### src/gmwm_pkg.sv
`timescale 1ns / 1ps

package gmwm_pkg;

	// Largest grid side the cell coordinates can address
	localparam logic [4:0] GRID_SIDE = 5'd16;

	// Operation codes of a request beat
	localparam logic OP_WALL = 1'b0;
	localparam logic OP_STEP = 1'b1;

	// Headings and passage directions
	localparam logic [1:0] DIR_N = 2'd0;
	localparam logic [1:0] DIR_E = 2'd1;
	localparam logic [1:0] DIR_S = 2'd2;
	localparam logic [1:0] DIR_W = 2'd3;

	// Register indexes on the configuration port
	localparam logic [1:0] REG_GRID_SIZE = 2'd0;
	localparam logic [1:0] REG_GOAL_X    = 2'd1;
	localparam logic [1:0] REG_GOAL_Y    = 2'd2;

	// Register reset values
	localparam logic [4:0] GRID_SIZE_RST = 5'd9;
	localparam logic [3:0] GOAL_X_RST    = 4'd4;
	localparam logic [3:0] GOAL_Y_RST    = 4'd4;

	// Passage storage: bit 0 north open, bit 1 east open
	localparam logic [1:0] PASSAGE_RST = 2'b11;

	// Where the passage leaving a cell in one direction is stored
	typedef struct packed {
		logic       ok;    // passage lies inside the grid in use
		logic [7:0] addr;  // entry holding the passage bit
		logic       east;  // bit 1 of the entry, else bit 0
		logic [7:0] nbr;   // cell on the far side
	} loc_t;

endpackage

### src/gmwm_if.sv
`timescale 1ns / 1ps

interface gmwm_req_if;
	logic       valid;
	logic       ready;
	logic       operation;
	logic [7:0] cell_req;
	logic [1:0] heading;
	logic       seen_left;
	logic       seen_front;
	logic       seen_right;

	modport source(
		output valid, operation, cell_req, heading, seen_left, seen_front, seen_right,
		input  ready
	);
	modport sink(
		input  valid, operation, cell_req, heading, seen_left, seen_front, seen_right,
		output ready
	);
endinterface

interface gmwm_rsp_if;
	logic       valid;
	logic       ready;
	logic       changed;
	logic       found;
	logic [7:0] next_cell;

	modport source(
		output valid, changed, found, next_cell,
		input  ready
	);
	modport sink(
		input  valid, changed, found, next_cell,
		output ready
	);
endinterface

### src/grid_maze_wall_map_greedy_step.sv
`timescale 1ns / 1ps
// A result beat is registered once all four neighbour passages are evaluated;
// a new request is taken only after it is loaded. Each request scans the four
// neighbour passages one per cycle through the single read port of each memory.
// Reset (arst_n low): registers return to grid 9, goal (4,4); after release
// a pass over all 256 entries opens all passages and clears all visited marks.

module grid_maze_wall_map_greedy_step (
	input  logic              clk,
	input  logic              arst_n,
	input  logic              psel,
	input  logic              penable,
	input  logic              pwrite,
	input  logic [3:0]        paddr,
	input  logic [31:0]       pwdata,
	output logic [31:0]       prdata,
	output logic              pready,
	gmwm_req_if.sink          req,
	gmwm_rsp_if.source        rsp
);

	typedef enum logic [3:0] {
		ST_INIT = 4'b0001,
		ST_IDLE = 4'b0010,
		ST_RUN  = 4'b0100,
		ST_DONE = 4'b1000
	} state_t;

	// Configuration registers
	logic [4:0] grid_size_q;
	logic [3:0] goal_x_q;
	logic [3:0] goal_y_q;
	logic [4:0] side;

	// Sequencer and held request
	state_t     state_q;
	logic [7:0] clr_q;
	logic [1:0] k_q;
	logic       op_q;
	logic [3:0] row_q;
	logic [3:0] col_q;
	logic [1:0] hd_q;
	logic       wl_q;
	logic       wf_q;
	logic       wr_q;

	// Running result
	logic       chg_q;
	logic       fnd_q;
	logic [8:0] best_q;
	logic [7:0] nxt_q;
	logic       chg_d;
	logic       fnd_d;
	logic [8:0] best_d;
	logic [7:0] nxt_d;

	// Response register
	logic       rsp_vld_q;
	logic       rsp_chg_q;
	logic       rsp_fnd_q;
	logic [7:0] rsp_nxt_q;
	logic       out_free;
	logic       rsp_load;
	logic       rsp_chg_n;
	logic       rsp_fnd_n;
	logic [7:0] rsp_nxt_n;

	// Memories and read stage
	logic [1:0]   open_mem [256];
	logic         vis_mem  [256];
	logic [1:0]   open_rd_s1;
	logic         vis_rd_s1;
	logic         fwd_hit_s1;
	logic [1:0]   fwd_data_s1;

	// Read issue
	logic [3:0]     rd_row;
	logic [3:0]     rd_col;
	logic [1:0]     rd_k;
	gmwm_pkg::loc_t rd_loc;

	// Evaluation
	gmwm_pkg::loc_t cur;
	logic [1:0]     cur_dir;
	logic [1:0]     eff_open;
	logic           is_open;
	logic           eff_vis;
	logic           sel;
	logic [1:0]     left_dir;
	logic [1:0]     right_dir;
	logic [3:0]     ad_r;
	logic [3:0]     ad_c;
	logic [7:0]     sq_r;
	logic [7:0]     sq_c;
	logic [8:0]     sq_dist;
	logic           take;
	logic           open_we;
	logic [1:0]     open_wd;
	logic           vis_we;
	logic [7:0]     vis_wa;
	logic           req_fire;
	logic           cfg_wr;

	// Scan order: south, west, east, north
	function automatic logic [1:0] scan_dir(input logic [1:0] k);
		logic [1:0] d;
		unique case (k)
			2'd0: d = gmwm_pkg::DIR_S;
			2'd1: d = gmwm_pkg::DIR_W;
			2'd2: d = gmwm_pkg::DIR_E;
			default: d = gmwm_pkg::DIR_N;
		endcase
		return d;
	endfunction

	// Find the entry and bit of the passage leaving (r,c) toward d
	function automatic gmwm_pkg::loc_t locate(input logic [3:0] r, input logic [3:0] c,
			input logic [1:0] d, input logic [4:0] s);
		gmwm_pkg::loc_t l;
		logic in_grid;
		in_grid = ({1'b0, r} < s) && ({1'b0, c} < s);
		l.ok   = 1'b0;
		l.addr = {r, c};
		l.east = 1'b0;
		l.nbr  = {r, c};
		unique case (d)
			gmwm_pkg::DIR_N: begin
				l.ok  = in_grid && (({1'b0, r} + 5'd1) < s);
				l.nbr = {r + 4'd1, c};
			end
			gmwm_pkg::DIR_E: begin
				l.ok   = in_grid && (({1'b0, c} + 5'd1) < s);
				l.east = 1'b1;
				l.nbr  = {r, c + 4'd1};
			end
			gmwm_pkg::DIR_S: begin
				l.ok   = in_grid && (r != 4'd0);
				l.addr = {r - 4'd1, c};
				l.nbr  = {r - 4'd1, c};
			end
			default: begin
				l.ok   = in_grid && (c != 4'd0);
				l.addr = {r, c - 4'd1};
				l.east = 1'b1;
				l.nbr  = {r, c - 4'd1};
			end
		endcase
		return l;
	endfunction

	assign side = (grid_size_q > gmwm_pkg::GRID_SIDE) ? gmwm_pkg::GRID_SIDE : grid_size_q;

	// Configuration port
	assign pready = 1'b1;
	assign cfg_wr = psel && penable && pwrite;

	always_ff @(posedge clk or negedge arst_n) begin
		if (!arst_n) begin
			grid_size_q <= gmwm_pkg::GRID_SIZE_RST;
			goal_x_q    <= gmwm_pkg::GOAL_X_RST;
			goal_y_q    <= gmwm_pkg::GOAL_Y_RST;
		end else if (cfg_wr) begin
			unique case (paddr[3:2])
				gmwm_pkg::REG_GRID_SIZE: grid_size_q <= pwdata[4:0];
				gmwm_pkg::REG_GOAL_X:    goal_x_q    <= pwdata[3:0];
				gmwm_pkg::REG_GOAL_Y:    goal_y_q    <= pwdata[3:0];
				default: ;
			endcase
		end
	end

	always_comb begin
		unique case (paddr[3:2])
			gmwm_pkg::REG_GRID_SIZE: prdata = {27'd0, grid_size_q};
			gmwm_pkg::REG_GOAL_X:    prdata = {28'd0, goal_x_q};
			gmwm_pkg::REG_GOAL_Y:    prdata = {28'd0, goal_y_q};
			default:                 prdata = 32'd0;
		endcase
	end

	// Handshakes
	assign req.ready = (state_q == ST_IDLE);
	assign req_fire  = req.valid && req.ready;
	assign out_free  = !rsp_vld_q || rsp.ready;

	// Pick the next passage to read: first one on accept, then advance
	always_comb begin
		if (state_q == ST_IDLE) begin
			rd_row = req.cell_req[7:4];
			rd_col = req.cell_req[3:0];
			rd_k   = 2'd0;
		end else begin
			rd_row = row_q;
			rd_col = col_q;
			rd_k   = k_q + 2'd1;
		end
		rd_loc = locate(rd_row, rd_col, scan_dir(rd_k), side);
	end

	// Evaluate the passage whose entries arrived this cycle
	always_comb begin
		cur_dir   = scan_dir(k_q);
		cur       = locate(row_q, col_q, cur_dir, side);
		left_dir  = hd_q + 2'd3;
		right_dir = hd_q + 2'd1;
		if (fwd_hit_s1) begin
			eff_open = fwd_data_s1;
		end else begin
			eff_open = open_rd_s1;
		end
		is_open = cur.ok && (cur.east ? eff_open[1] : eff_open[0]);
		eff_vis = vis_rd_s1;
		sel = (wl_q && (cur_dir == left_dir)) || (wf_q && (cur_dir == hd_q))
			|| (wr_q && (cur_dir == right_dir));

		ad_r = (cur.nbr[7:4] >= goal_x_q) ? (cur.nbr[7:4] - goal_x_q)
			: (goal_x_q - cur.nbr[7:4]);
		ad_c = (cur.nbr[3:0] >= goal_y_q) ? (cur.nbr[3:0] - goal_y_q)
			: (goal_y_q - cur.nbr[3:0]);
		sq_r = {4'd0, ad_r} * {4'd0, ad_r};
		sq_c = {4'd0, ad_c} * {4'd0, ad_c};
		sq_dist = {1'b0, sq_r} + {1'b0, sq_c};

		open_we = 1'b0;
		open_wd = eff_open & (cur.east ? 2'b01 : 2'b10);
		take    = 1'b0;
		chg_d   = chg_q;
		fnd_d   = fnd_q;
		best_d  = best_q;
		nxt_d   = nxt_q;
		if (state_q == ST_RUN) begin
			if (op_q == gmwm_pkg::OP_WALL) begin
				open_we = sel && is_open;
				chg_d   = chg_q || open_we;
			end else begin
				take = is_open && !eff_vis && (!fnd_q || (sq_dist < best_q));
				if (take) begin
					fnd_d  = 1'b1;
					best_d = sq_dist;
					nxt_d  = cur.nbr;
				end
			end
		end
	end

	// Hand over the result and mark the chosen cell
	always_comb begin
		rsp_load  = 1'b0;
		rsp_chg_n = chg_d;
		rsp_fnd_n = fnd_d;
		rsp_nxt_n = nxt_d;
		if (state_q == ST_RUN) begin
			rsp_load = (k_q == 2'd3) && out_free;
		end else if (state_q == ST_DONE) begin
			rsp_load  = out_free;
			rsp_chg_n = chg_q;
			rsp_fnd_n = fnd_q;
			rsp_nxt_n = nxt_q;
		end
		vis_we = rsp_load && (op_q == gmwm_pkg::OP_STEP) && rsp_fnd_n;
		vis_wa = rsp_nxt_n;
	end

	// Sequencer: clear the memories after reset, then serve requests
	always_ff @(posedge clk or negedge arst_n) begin
		if (!arst_n) begin
			state_q <= ST_INIT;
			clr_q   <= 8'd0;
			k_q     <= 2'd0;
		end else begin
			unique case (state_q)
				ST_INIT: begin
					clr_q <= clr_q + 8'd1;
					if (clr_q == 8'hff) begin
						state_q <= ST_IDLE;
					end
				end
				ST_IDLE: begin
					if (req_fire) begin
						state_q <= ST_RUN;
						k_q     <= 2'd0;
					end
				end
				ST_RUN: begin
					k_q <= k_q + 2'd1;
					if (k_q == 2'd3) begin
						state_q <= rsp_load ? ST_IDLE : ST_DONE;
					end
				end
				ST_DONE: begin
					if (rsp_load) begin
						state_q <= ST_IDLE;
					end
				end
				default: state_q <= ST_IDLE;
			endcase
		end
	end

	// Hold the request and the running result
	always_ff @(posedge clk) begin
		if (req_fire) begin
			op_q   <= req.operation;
			row_q  <= req.cell_req[7:4];
			col_q  <= req.cell_req[3:0];
			hd_q   <= req.heading;
			wl_q   <= req.seen_left;
			wf_q   <= req.seen_front;
			wr_q   <= req.seen_right;
			chg_q  <= 1'b0;
			fnd_q  <= 1'b0;
			best_q <= 9'd0;
			nxt_q  <= 8'd0;
		end else if (state_q == ST_RUN) begin
			chg_q  <= chg_d;
			fnd_q  <= fnd_d;
			best_q <= best_d;
			nxt_q  <= nxt_d;
		end
	end

	// Response register
	always_ff @(posedge clk or negedge arst_n) begin
		if (!arst_n) begin
			rsp_vld_q <= 1'b0;
		end else if (rsp_load) begin
			rsp_vld_q <= 1'b1;
		end else if (rsp.ready) begin
			rsp_vld_q <= 1'b0;
		end
	end

	always_ff @(posedge clk) begin
		if (rsp_load) begin
			rsp_chg_q <= rsp_chg_n;
			rsp_fnd_q <= rsp_fnd_n;
			rsp_nxt_q <= rsp_nxt_n;
		end
	end

	assign rsp.valid     = rsp_vld_q;
	assign rsp.changed   = rsp_chg_q;
	assign rsp.found     = rsp_fnd_q;
	assign rsp.next_cell = rsp_nxt_q;

	// Memories: clear or write, registered read, forward a write to the same entry
	always_ff @(posedge clk) begin
		if (state_q == ST_INIT) begin
			open_mem[clr_q] <= gmwm_pkg::PASSAGE_RST;
			vis_mem[clr_q]  <= 1'b0;
		end else begin
			if (open_we) begin
				open_mem[cur.addr] <= open_wd;
			end
			if (vis_we) begin
				vis_mem[vis_wa] <= 1'b1;
			end
		end
		open_rd_s1  <= open_mem[rd_loc.addr];
		vis_rd_s1   <= vis_mem[rd_loc.nbr];
		fwd_hit_s1  <= open_we && (cur.addr == rd_loc.addr);
		fwd_data_s1 <= open_wd;
	end

endmodule

### src/flat_wrapper.sv
// flat-port wrapper written by rule: the top's interface ports become plain ports
module grid_maze_wall_map_greedy_step_flat 
  (clk, arst_n, psel, penable, pwrite, paddr, pwdata, prdata, pready, req_valid, req_operation, req_cell_req, req_heading, req_seen_left, req_seen_front, req_seen_right, req_ready, rsp_valid, rsp_changed, rsp_found, rsp_next_cell, rsp_ready);
  gmwm_req_if req_i ();
  gmwm_rsp_if rsp_i ();
  input  logic clk;
  input  logic arst_n;
  input  logic psel;
  input  logic penable;
  input  logic pwrite;
  input  logic [3:0] paddr;
  input  logic [31:0] pwdata;
  output logic [31:0] prdata;
  output logic pready;
  input wire logic [$bits(req_i.valid)-1:0] req_valid;
  input wire logic [$bits(req_i.operation)-1:0] req_operation;
  input wire logic [$bits(req_i.cell_req)-1:0] req_cell_req;
  input wire logic [$bits(req_i.heading)-1:0] req_heading;
  input wire logic [$bits(req_i.seen_left)-1:0] req_seen_left;
  input wire logic [$bits(req_i.seen_front)-1:0] req_seen_front;
  input wire logic [$bits(req_i.seen_right)-1:0] req_seen_right;
  output wire logic [$bits(req_i.ready)-1:0] req_ready;
  output wire logic [$bits(rsp_i.valid)-1:0] rsp_valid;
  output wire logic [$bits(rsp_i.changed)-1:0] rsp_changed;
  output wire logic [$bits(rsp_i.found)-1:0] rsp_found;
  output wire logic [$bits(rsp_i.next_cell)-1:0] rsp_next_cell;
  input wire logic [$bits(rsp_i.ready)-1:0] rsp_ready;
  assign req_i.valid = req_valid;
  assign req_i.operation = req_operation;
  assign req_i.cell_req = req_cell_req;
  assign req_i.heading = req_heading;
  assign req_i.seen_left = req_seen_left;
  assign req_i.seen_front = req_seen_front;
  assign req_i.seen_right = req_seen_right;
  assign req_ready = req_i.ready;
  assign rsp_valid = rsp_i.valid;
  assign rsp_changed = rsp_i.changed;
  assign rsp_found = rsp_i.found;
  assign rsp_next_cell = rsp_i.next_cell;
  assign rsp_i.ready = rsp_ready;
  grid_maze_wall_map_greedy_step u_core (.clk(clk), .arst_n(arst_n), .psel(psel), .penable(penable), .pwrite(pwrite), .paddr(paddr), .pwdata(pwdata), .prdata(prdata), .pready(pready), .req(req_i), .rsp(rsp_i));
endmodule
### config.mk
export PLATFORM = sky130hd
export DESIGN_NAME = grid_maze_wall_map_greedy_step_flat
export DESIGN_NICKNAME = d
export VERILOG_FILES = /design/src/gmwm_pkg.sv /design/src/gmwm_if.sv /design/src/grid_maze_wall_map_greedy_step.sv /design/src/flat_wrapper.sv
export SDC_FILE = /design/constraint.sdc
export NUM_CORES = 1
export LEC_CHECK = 0
export ABC_AREA = 1
export BUFFER_PORTS_ARGS = -buffer_cell sky130_fd_sc_hd__clkbuf_2
export CAP_MARGIN = 20
export CELL_PAD_IN_SITES_DETAIL_PLACEMENT = 0
export CELL_PAD_IN_SITES_GLOBAL_PLACEMENT = 1
export CORE_ASPECT_RATIO = 2
export CORE_UTILIZATION = 53
export CTS_CLUSTER_DIAMETER = 120
export DETAILED_ROUTE_END_ITERATION = 6
export MAX_ROUTING_LAYER = met4
export PLACE_DENSITY = 0.84
export SYNTH_ARGS = -nofsm -noshare
export SYNTH_HDL_FRONTEND = slang
export SYNTH_SLANG_ARGS = --single-unit
### constraint.sdc
create_clock -name clk -period 33.5 [get_ports clk]
set_clock_uncertainty 0.2 [all_clocks]
set_input_delay 8.375 -clock clk [delete_from_list [all_inputs] [get_ports clk]]
set_output_delay 8.375 -clock clk [all_outputs]
set_load 0.01 [all_outputs]
* Word level (Yosys, flattened, before mapping)
Memories as Yosys holds them, arrays and structs flattened. A register that Yosys moved wholly into a read port is not among the register bits.
Index checks and enable logic that the tools add are counted.
** Word-level totals
- Register bits :: 74
- RAM bits :: 768
- Input port bits :: 57
- Output and inout port bits :: 45
- Word-level logic and storage cells :: 185
- Memories :: 2
** Cells by class
- $add $sub $neg :: 19
- Multiply operators :: 2
- Magnitude comparators :: 8
- Equality and inequality tests :: 24
- Mux-type cells :: 59
- Bitwise operators :: 1
- Reductions and logical operators :: 47
** Memory list
- u_core.open_mem :: words 256, bits a word 2, rd ports 1, clocked after Yosys merged registers in 1, wr ports 1, line grid_maze_wall_map_greedy_step.sv:69 : logic [1:0] open_mem [256];
- u_core.vis_mem :: words 256, bits a word 1, rd ports 1, clocked after Yosys merged registers in 1, wr ports 1, line grid_maze_wall_map_greedy_step.sv:70 : logic vis_mem [256];
** Operator list (count)
- $mux W8 :: 7
- $pmux W8 S3 :: 2
- $mux W4 :: 9
- $pmux W8 S2 :: 2
- $mux W1 :: 27
- $logic_and A1 B1 Y1 :: 19
- $add A4 B1 Y4 const B :: 4
- $mul A4 B4 Y8 :: 2
- $pmux W4 S4 :: 1
- $sub A4 B1 Y4 const B :: 4
- $sub A4 B4 Y4 :: 4
- $pmux W5 S3 :: 1
- $eq A2 B2 Y1 const B :: 6
- $pmux W2 S3 :: 2
- $add A4 B1 Y5 const B :: 2
- $eq A2 B1 Y1 const B :: 5
- $logic_not A2 Y1 :: 5
- $lt A4 B5 Y1 :: 2
- $lt A5 B5 Y1 :: 2
- $mux W2 :: 5
- $add A8 B8 Y9 :: 1
- $lt A9 B9 Y1 :: 1
- $add A8 B1 Y8 const B :: 1
- $eq A8 B8 Y1 :: 1
- 25 further kinds :: 45

* Longest topological paths before layout
Gate-level depths: netlist of run 1.
- Depth in word-level cells :: 22
- Depth in mapped cells :: 50

* Worst setup path before layout of run 1
Ideal clock, no wire load.
- Path kind :: input port to output port
- Start point :: in paddr[2]
- End point :: out prdata[0]
- Arrival :: 8841 ps
- Data required time :: 24925 ps
- Path slack :: 16084 ps
- Stages :: 4
- Cell sequence :: inv_1 -> nor2_1 -> inv_1 -> o221ai_1
** Between the ends
- Cells in the longest elaborated chain, start to end :: 2
- Elaborated cells on any way between the ends :: 4
- Those cells by class :: eq/ne: 2; mux: 1; reduce/logical: 1
** RTL lines
- start, declared :: line flat_wrapper.sv:11 : input logic [3:0] paddr;
- $eq A2 B2 Y1 (tied with other cells) :: line grid_maze_wall_map_greedy_step.sv:173 : unique case (paddr[3:2])
- $pmux W5 S3 * :: line grid_maze_wall_map_greedy_step.sv:173
- end, declared :: line flat_wrapper.sv:13 : output logic [31:0] prdata;
Mark *: on every way between the ends. The rest lies on a longest branch, timed or not.

* Worst setup path in the final report of run 1
Same ends and word-level chain as after synthesis.

==> flow_summary.ini, run 1 <==
[clock_tree]
cts_buffer_depth = 3
cts_resized = 0
ctsHoldBuffers = 0
cts-root-buf = clkbuf_16
cts_setup_buffers = 0
clk_pin_slew_worst_paths_ps = 70
clkSinkCount = 845
clk_latency_ps = 680
h-tree-depth = 3
cts-buffers-inserted = 75
cts_tree = done

[global_routing]
antenna_found_initial = 0
grt_overflow_total = 0
grt.total_usage_pct = 28.2
grt_max_degree = 257
grt_pass1_vias = 29300
grt_pass1_wl_um = 165000

[floorplan]
die-area_um2 = 80400
core_area_um2 = 78200
rows = 145
die_y_um = 400
die_w_um = 201
io_pins = 102
start_util_pct = 53.7

[critical_path]
crit_path_end = prdata[0]
path_buf_inv = 4
critical-path-slowest-cell = o221ai_1
rrSetupSlack_ps = 22540
r2r_end = u_core.vis_mem[232]$_DFFE_PP_
criticalPathCategory = in -> out
ff2ff_path_depth = 39
path_cells = clkbuf_2 -> inv_1 -> nor2_1 -> inv_1 -> o221ai_1 -> clkbuf_2
cp-start-kind = primary input
worstSetupStartpoint = paddr[2]
critPathRequiredTime_ps = 24920
crit_family = buffers and inverters
critical-path-max-stage-delay_ps = 210
cp_num_cells = 6
worstReg2RegStart = u_core.k_q[0]$_DFFE_PN0P_
critPathMaxFanout = 4
arrival_ps = 9140
cp-end-kind = primary output

[detailed_routing]
via_count = 30500
postRouteWirelength_um = 110000
drc_errors = 0
first_iter_violations = 2245
wire_per_inst_um = 19.9
first_pass_iters = 7
ant_nets = 0
vias_per_cell = 5.53

[timing]
rsz0062_at_grt = no
fmax_mhz = 56.5
worst_slack_ps = 15790
hold_viol_final = 0
drv_slew = 0
max-slew-margin-rel_pct = 13.3
finalSetupTns_ps = 0
hold_ws_ps = 262
timing.final.crit_share_pct = 52.9
fin_crit_ps = 17710
setup_viol = 0
tightest_slew_ps = 1300

[yosys]
synth_cell_types = 51
synth-edff-count = 792
seq_area_frac_synth_pct = 59.6
synthesis.instances = 4503
yosysWarnings = 0
async_flop_share_pct = 3.31
synthFlopType = edfxtp_1
syn_avg_cell_area_um2 = 9.32
synth.ff_latch_count = 845
synth_area_um2 = 42000

[final_layout]
fill_cells = 6982
multi_input_area_um2 = 13700
diodes = 0
ff_latch_area_um2 = 25000
drive_gt1_share_pct = 6.63
final_nets = 4569
area_growth_pct = 7.64

[placement]
gp_congestion = 0.899
pre_cts_ws_ps = 15800
portBuffers = 44
dpl.hpwl_um = 67800

[run]
maxCapViolations = 0

[run_status]
outcome = complete, no violations

[min_path]
hp-class = reg -> reg
## tightest hold or removal path, cell delays in order, from the launching register on
cell	delay, ps
dfxtp_1	300
inv_1	60
a21oi_1	60
## per-stage QoR
| stage | std cells | instance area, um2 | util, % |
|---|---|---|---|
| global placement | 5375 | 42700 | 54.6 |
| global route | 5511 | 45200 | 57.8 |
| CTS | 5511 | 45200 | 57.8 |
| finish | 5511 | 45200 | 57.8 |
| detailed placement | 5375 | 42700 | 54.6 |
| floorplan | 4529 | 42100 | - |
## worst min path at each step
stage	start	end	slack, ps	depth (start not counted)
6_report	u_core.best_q[7]$_SDFFE_PP0P_	u_core.best_q[7]$_SDFFE_PP0P_	260	2
3_3_place_gp	u_core.best_q[2]$_SDFFE_PP0P_	u_core.best_q[2]$_SDFFE_PP0P_	250	2
5_1_grt	u_core.best_q[2]$_SDFFE_PP0P_	u_core.best_q[2]$_SDFFE_PP0P_	280	2
2_1_floorplan	u_core.best_q[1]$_SDFFE_PP0P_	u_core.best_q[1]$_SDFFE_PP0P_	230	2
4_1_cts	u_core.chg_q$_SDFFE_PP0P_	u_core.chg_q$_SDFFE_PP0P_	260	2
3_5_place_dp	u_core.chg_q$_SDFFE_PP0P_	u_core.chg_q$_SDFFE_PP0P_	250	2
## routing by layer
metal | share of wire [%] | track usage (%) | vias up | wire (um)
li1 | - | - | 14600 | -
met1 | 34 | 28.6 | 14700 | 37700
met2 | 54 | 51.4 | 937 | 58800
met3 | 5.1 | 2.75 | 322 | 5630
met4 | 6.8 | 18.9 | 0 | 7440
met5 | 0 | - | - | 0
## final cells by class
| cell class | instances | area share, % |
|---|---|---|
| multi-input cells | 2854 | 30.3 |
| inverters | 562 | 4.69 |
| well taps | 1029 | 2.85 |
| flip-flops and latches | 845 | 55.3 |
| clock inverters | 49 | 1.17 |
| repair buffers | 85 | 1.25 |
| clock buffers | 87 | 4.37 |
## layout by cell type, fill, tap and decap left out, types with 44 or more instances in the layout
cell type  instances
a21oi_1           49
o21ai_0           79
clkbuf_2          44
ha_1              74
nand2_1         1052
edfxtp_1         792
inv_1            554
clkbuf_16         77
nand3_1          756
nor2_1           573
## Yosys cell counts (6+ instances only)
library cell / number / area [um2]
a21oi_1: 49 / 245
inv_1: 556 / 2090
nor2_1: 574 / 2150
fa_1: 15 / 300
o211ai_1: 21 / 158
nand4_1: 15 / 93.8
buf_1: 18 / 67.6
nand3_1: 758 / 3790
nand3b_1: 12 / 90.1
nand2_1: 1059 / 3980
nor2_4: 12 / 135
inv_2: 6 / 22.5
o21ai_2: 6 / 52.6
buf_4: 32 / 240
nor3_1: 28 / 140
dfrtp_1: 23 / 576
nand3_2: 12 / 120
buf_2: 129 / 646
buf_6: 7 / 78.8
xor2_1: 25 / 219
dfxtp_1: 25 / 500
ha_1: 74 / 926
nand2_2: 18 / 113
clkbuf_1: 82 / 308
edfxtp_1: 792 / 23800
o21ai_1: 15 / 75.1
o21ai_0: 81 / 405
nand3_4: 7 / 123
## cell families after synthesis
kind of cell / share of synthesized area (%)
adder cells (fa/ha/maj): 2.92
buffers and inverters: 8.22
other: 0.0179
multiplexers: 0.0268
flip-flops: 59.6
AO/OA/AOI/OAI: 2.60
AND/OR/NAND/NOR: 26.0
XOR/XNOR: 0.626
## flip-flops by register name, summed over array words and instances, names as in the netlist, 4 cells and up
register	count
u_core.nxt_q	8
u_core.open_mem	512
u_core.clr_q	8
u_core.rsp.next_cell	8
u_core.goal_x_q	4
u_core.state_q	4
u_core.col_q	4
u_core.grid_size_q	5
u_core.row_q	4
u_core.best_q	9
u_core.vis_mem	256
u_core.goal_y_q	4
Power of run 1 is left out: the tool's default activity adds up to more than one toggle a clock period on the data nets, which glitch-free logic cannot reach.
==> inputs of run 2 (changes only) <==
--- a/config.mk
+++ b/config.mk
@@ -11,11 +11,11 @@
 export CELL_PAD_IN_SITES_DETAIL_PLACEMENT = 0
 export CELL_PAD_IN_SITES_GLOBAL_PLACEMENT = 1
 export CORE_ASPECT_RATIO = 2
-export CORE_UTILIZATION = 53
+export CORE_UTILIZATION = 45
 export CTS_CLUSTER_DIAMETER = 120
 export DETAILED_ROUTE_END_ITERATION = 6
 export MAX_ROUTING_LAYER = met4
-export PLACE_DENSITY = 0.84
+export PLACE_DENSITY = 0.76
 export SYNTH_ARGS = -nofsm -noshare
 export SYNTH_HDL_FRONTEND = slang
 export SYNTH_SLANG_ARGS = --single-unit
==> constraint.sdc (replaced) <==
create_clock -name clk -period 14.47 [get_ports clk]
set_clock_uncertainty 0.2 [all_clocks]
set_input_delay 3.6175 -clock clk [delete_from_list [all_inputs] [get_ports clk]]
set_output_delay 3.6175 -clock clk [all_outputs]
set_load 0.01 [all_outputs]
==> run 2 against run 1 <==
Compared with the run above:
- the run now ends with design-rule violations left
- sequential share of layout area fell by 0.21 points
- via count down 0.54%
- worst hold slack worse by 2.9 ps
- final cell count up 2.9%
- design area rose by 0.38%
- global-route usage fell by 2.9 points
- utilization decreased by 8.8 points
- non-clock buffer count decreased by 8
- wire length increased by 5.1%
==> flow_summary.ini, run 2 (same netlist as run 1, synthesis figures left out) <==
[run_status]
outcome = complete, but fails checks
violations = design-rule violations

[timing]
timing.final.crit_share_pct = 77.2
tightest_slew_ps = 1200
max-slew-margin-rel_pct = 20.0
fin_crit_ps = 11170
rsz0062_at_grt = no
drv_slew = 0
setup_viol = 0
finalSetupTns_ps = 0
worst_slack_ps = 3300
fmax_mhz = 89.6
hold_viol_final = 0

[clock_tree]
clkSinkCount = 845
clk_pin_slew_worst_paths_ps = 70
cts-buffers-inserted = 74
cts_setup_buffers = 0
cts_resized = 0
cts_tree = done
h-tree-depth = 3
clk_latency_ps = 680
cts_buffer_depth = 3
cts-root-buf = clkbuf_16
ctsHoldBuffers = 0

[critical_path]
cpMostUsedCell = inv_1
critical-path-max-stage-delay_ps = 750
arrival_ps = 11320
critPathMaxFanout = 32
cp-end-kind = flip-flop
critPathRequiredTime_ps = 14620
critical-path-slowest-cell = a221oi_1
cp-start-kind = flip-flop
criticalPathCategory = reg -> reg
path_buf_inv = 8
crit_family = simple AND/OR/NAND/NOR gates

[final_layout]
fill_cells = 8714
largest_register = u_core.open_mem
fin_util_pct = 49.0
final_nets = 4560
fin_area_um2 = 45300
top_regs = u_core.open_mem x512, u_core.vis_mem x256, u_core.best_q x9
largest_reg_flops = 512
area_growth_pct = 8.05
layout_commonest_cell = nand2_1
drive_gt1_share_pct = 6.53
final_cell_mix = 1052 x nand2_1, 792 x edfxtp_1, 749 x nand3_1

[global_routing]
antenna_found_initial = 0
grt_pass1_wl_um = 172000
grt_max_degree = 257
grt_pass1_vias = 29500
grt_overflow_total = 0
grt.total_usage_pct = 25.3

[floorplan]
io_pins = 102
core_area_um2 = 92500
die_w_um = 218
rows = 158
die-area_um2 = 94500
die_y_um = 434
start_util_pct = 45.3

[detailed_routing]
vias_per_cell = 5.34
wire_per_inst_um = 20.3
first_pass_iters = 7
first_iter_violations = 2160
drc_errors = 4
postRouteWirelength_um = 115000
ant_nets = 0
via_count = 30300

[placement]
portBuffers = 44
gp_congestion = 0.920
pre_cts_ws_ps = 3280
dpl.hpwl_um = 72000
postPlaceCellArea_um2 = 42800

[min_path]
hp-class = reg -> reg

[run]
maxCapViolations = 0
==> run 2: cell count changes in the layout (fill, tap and decap cells not counted), sizes merged <==
cell	previous run	this run
buf	41	33
bufinv	9	10
clkbuf	131	135
clkinv	29	27
clkinvlp	5	3
diode	0	1
inv	568	564
==> run 2: metrics by stage <==
stage / std cells / hold slack, ps
global placement: 5537 / 244
global route: 5671 / 274
floorplan: 4529 / 233
detailed placement: 5537 / 252
finish: 5672 / 259
CTS: 5670 / 262
==> run 2: worst reg2reg max path, delay by kind of cell, from the launching register on <==
kind,cells,cell delay [ps]
buf+inv,8,800
compound gates,3,1240
xor+xnor,2,560
fa+ha+maj,9,3780
flops,1,420
simple gates,18,3880
==> run 2: routing by layer <==
metal	wire length, um	GRT usage (%)
met4	6050	13.1
met1	39500	24.3
met2	64800	48.3
met3	4770	3.12
met5	0	-
==> run 2: final timing paths <==
kind	start	end	slack (ps)	cells past startpoint
max in group asynchronous	arst_n	u_core.k_q[0]$_DFFE_PN0P_	10740	1
worst min register to register	u_core.chg_q$_SDFFE_PP0P_	u_core.chg_q$_SDFFE_PP0P_	260	2
worst max register to register	u_core.k_q[1]$_DFFE_PN0P_	u_core.vis_mem[218]$_DFFE_PP_	3300	40
worst min-delay path	u_core.chg_q$_SDFFE_PP0P_	u_core.chg_q$_SDFFE_PP0P_	260	2
worst max-delay path	u_core.k_q[1]$_DFFE_PN0P_	u_core.vis_mem[218]$_DFFE_PP_	3300	40
min in group asynchronous	arst_n	u_core.goal_x_q[3]$_DFFE_PN0P_	2820	1
==> run 2: final cells by class <==
class | count | area (um2) | area share, %
sequential | 845 | 25000 | 55.1
multi-input combinational | 2854 | 13700 | 30.3
inverter | 562 | 2120 | 4.67
clock buffer | 91 | 1980 | 4.37
tap | 1200 | 1500 | 3.31
timing repair buffer | 77 | 526 | 1.16
clock inverter | 42 | 482 | 1.06
antenna | 1 | 2.50 | 0.00552
Power of run 2 is left out for the same reason.
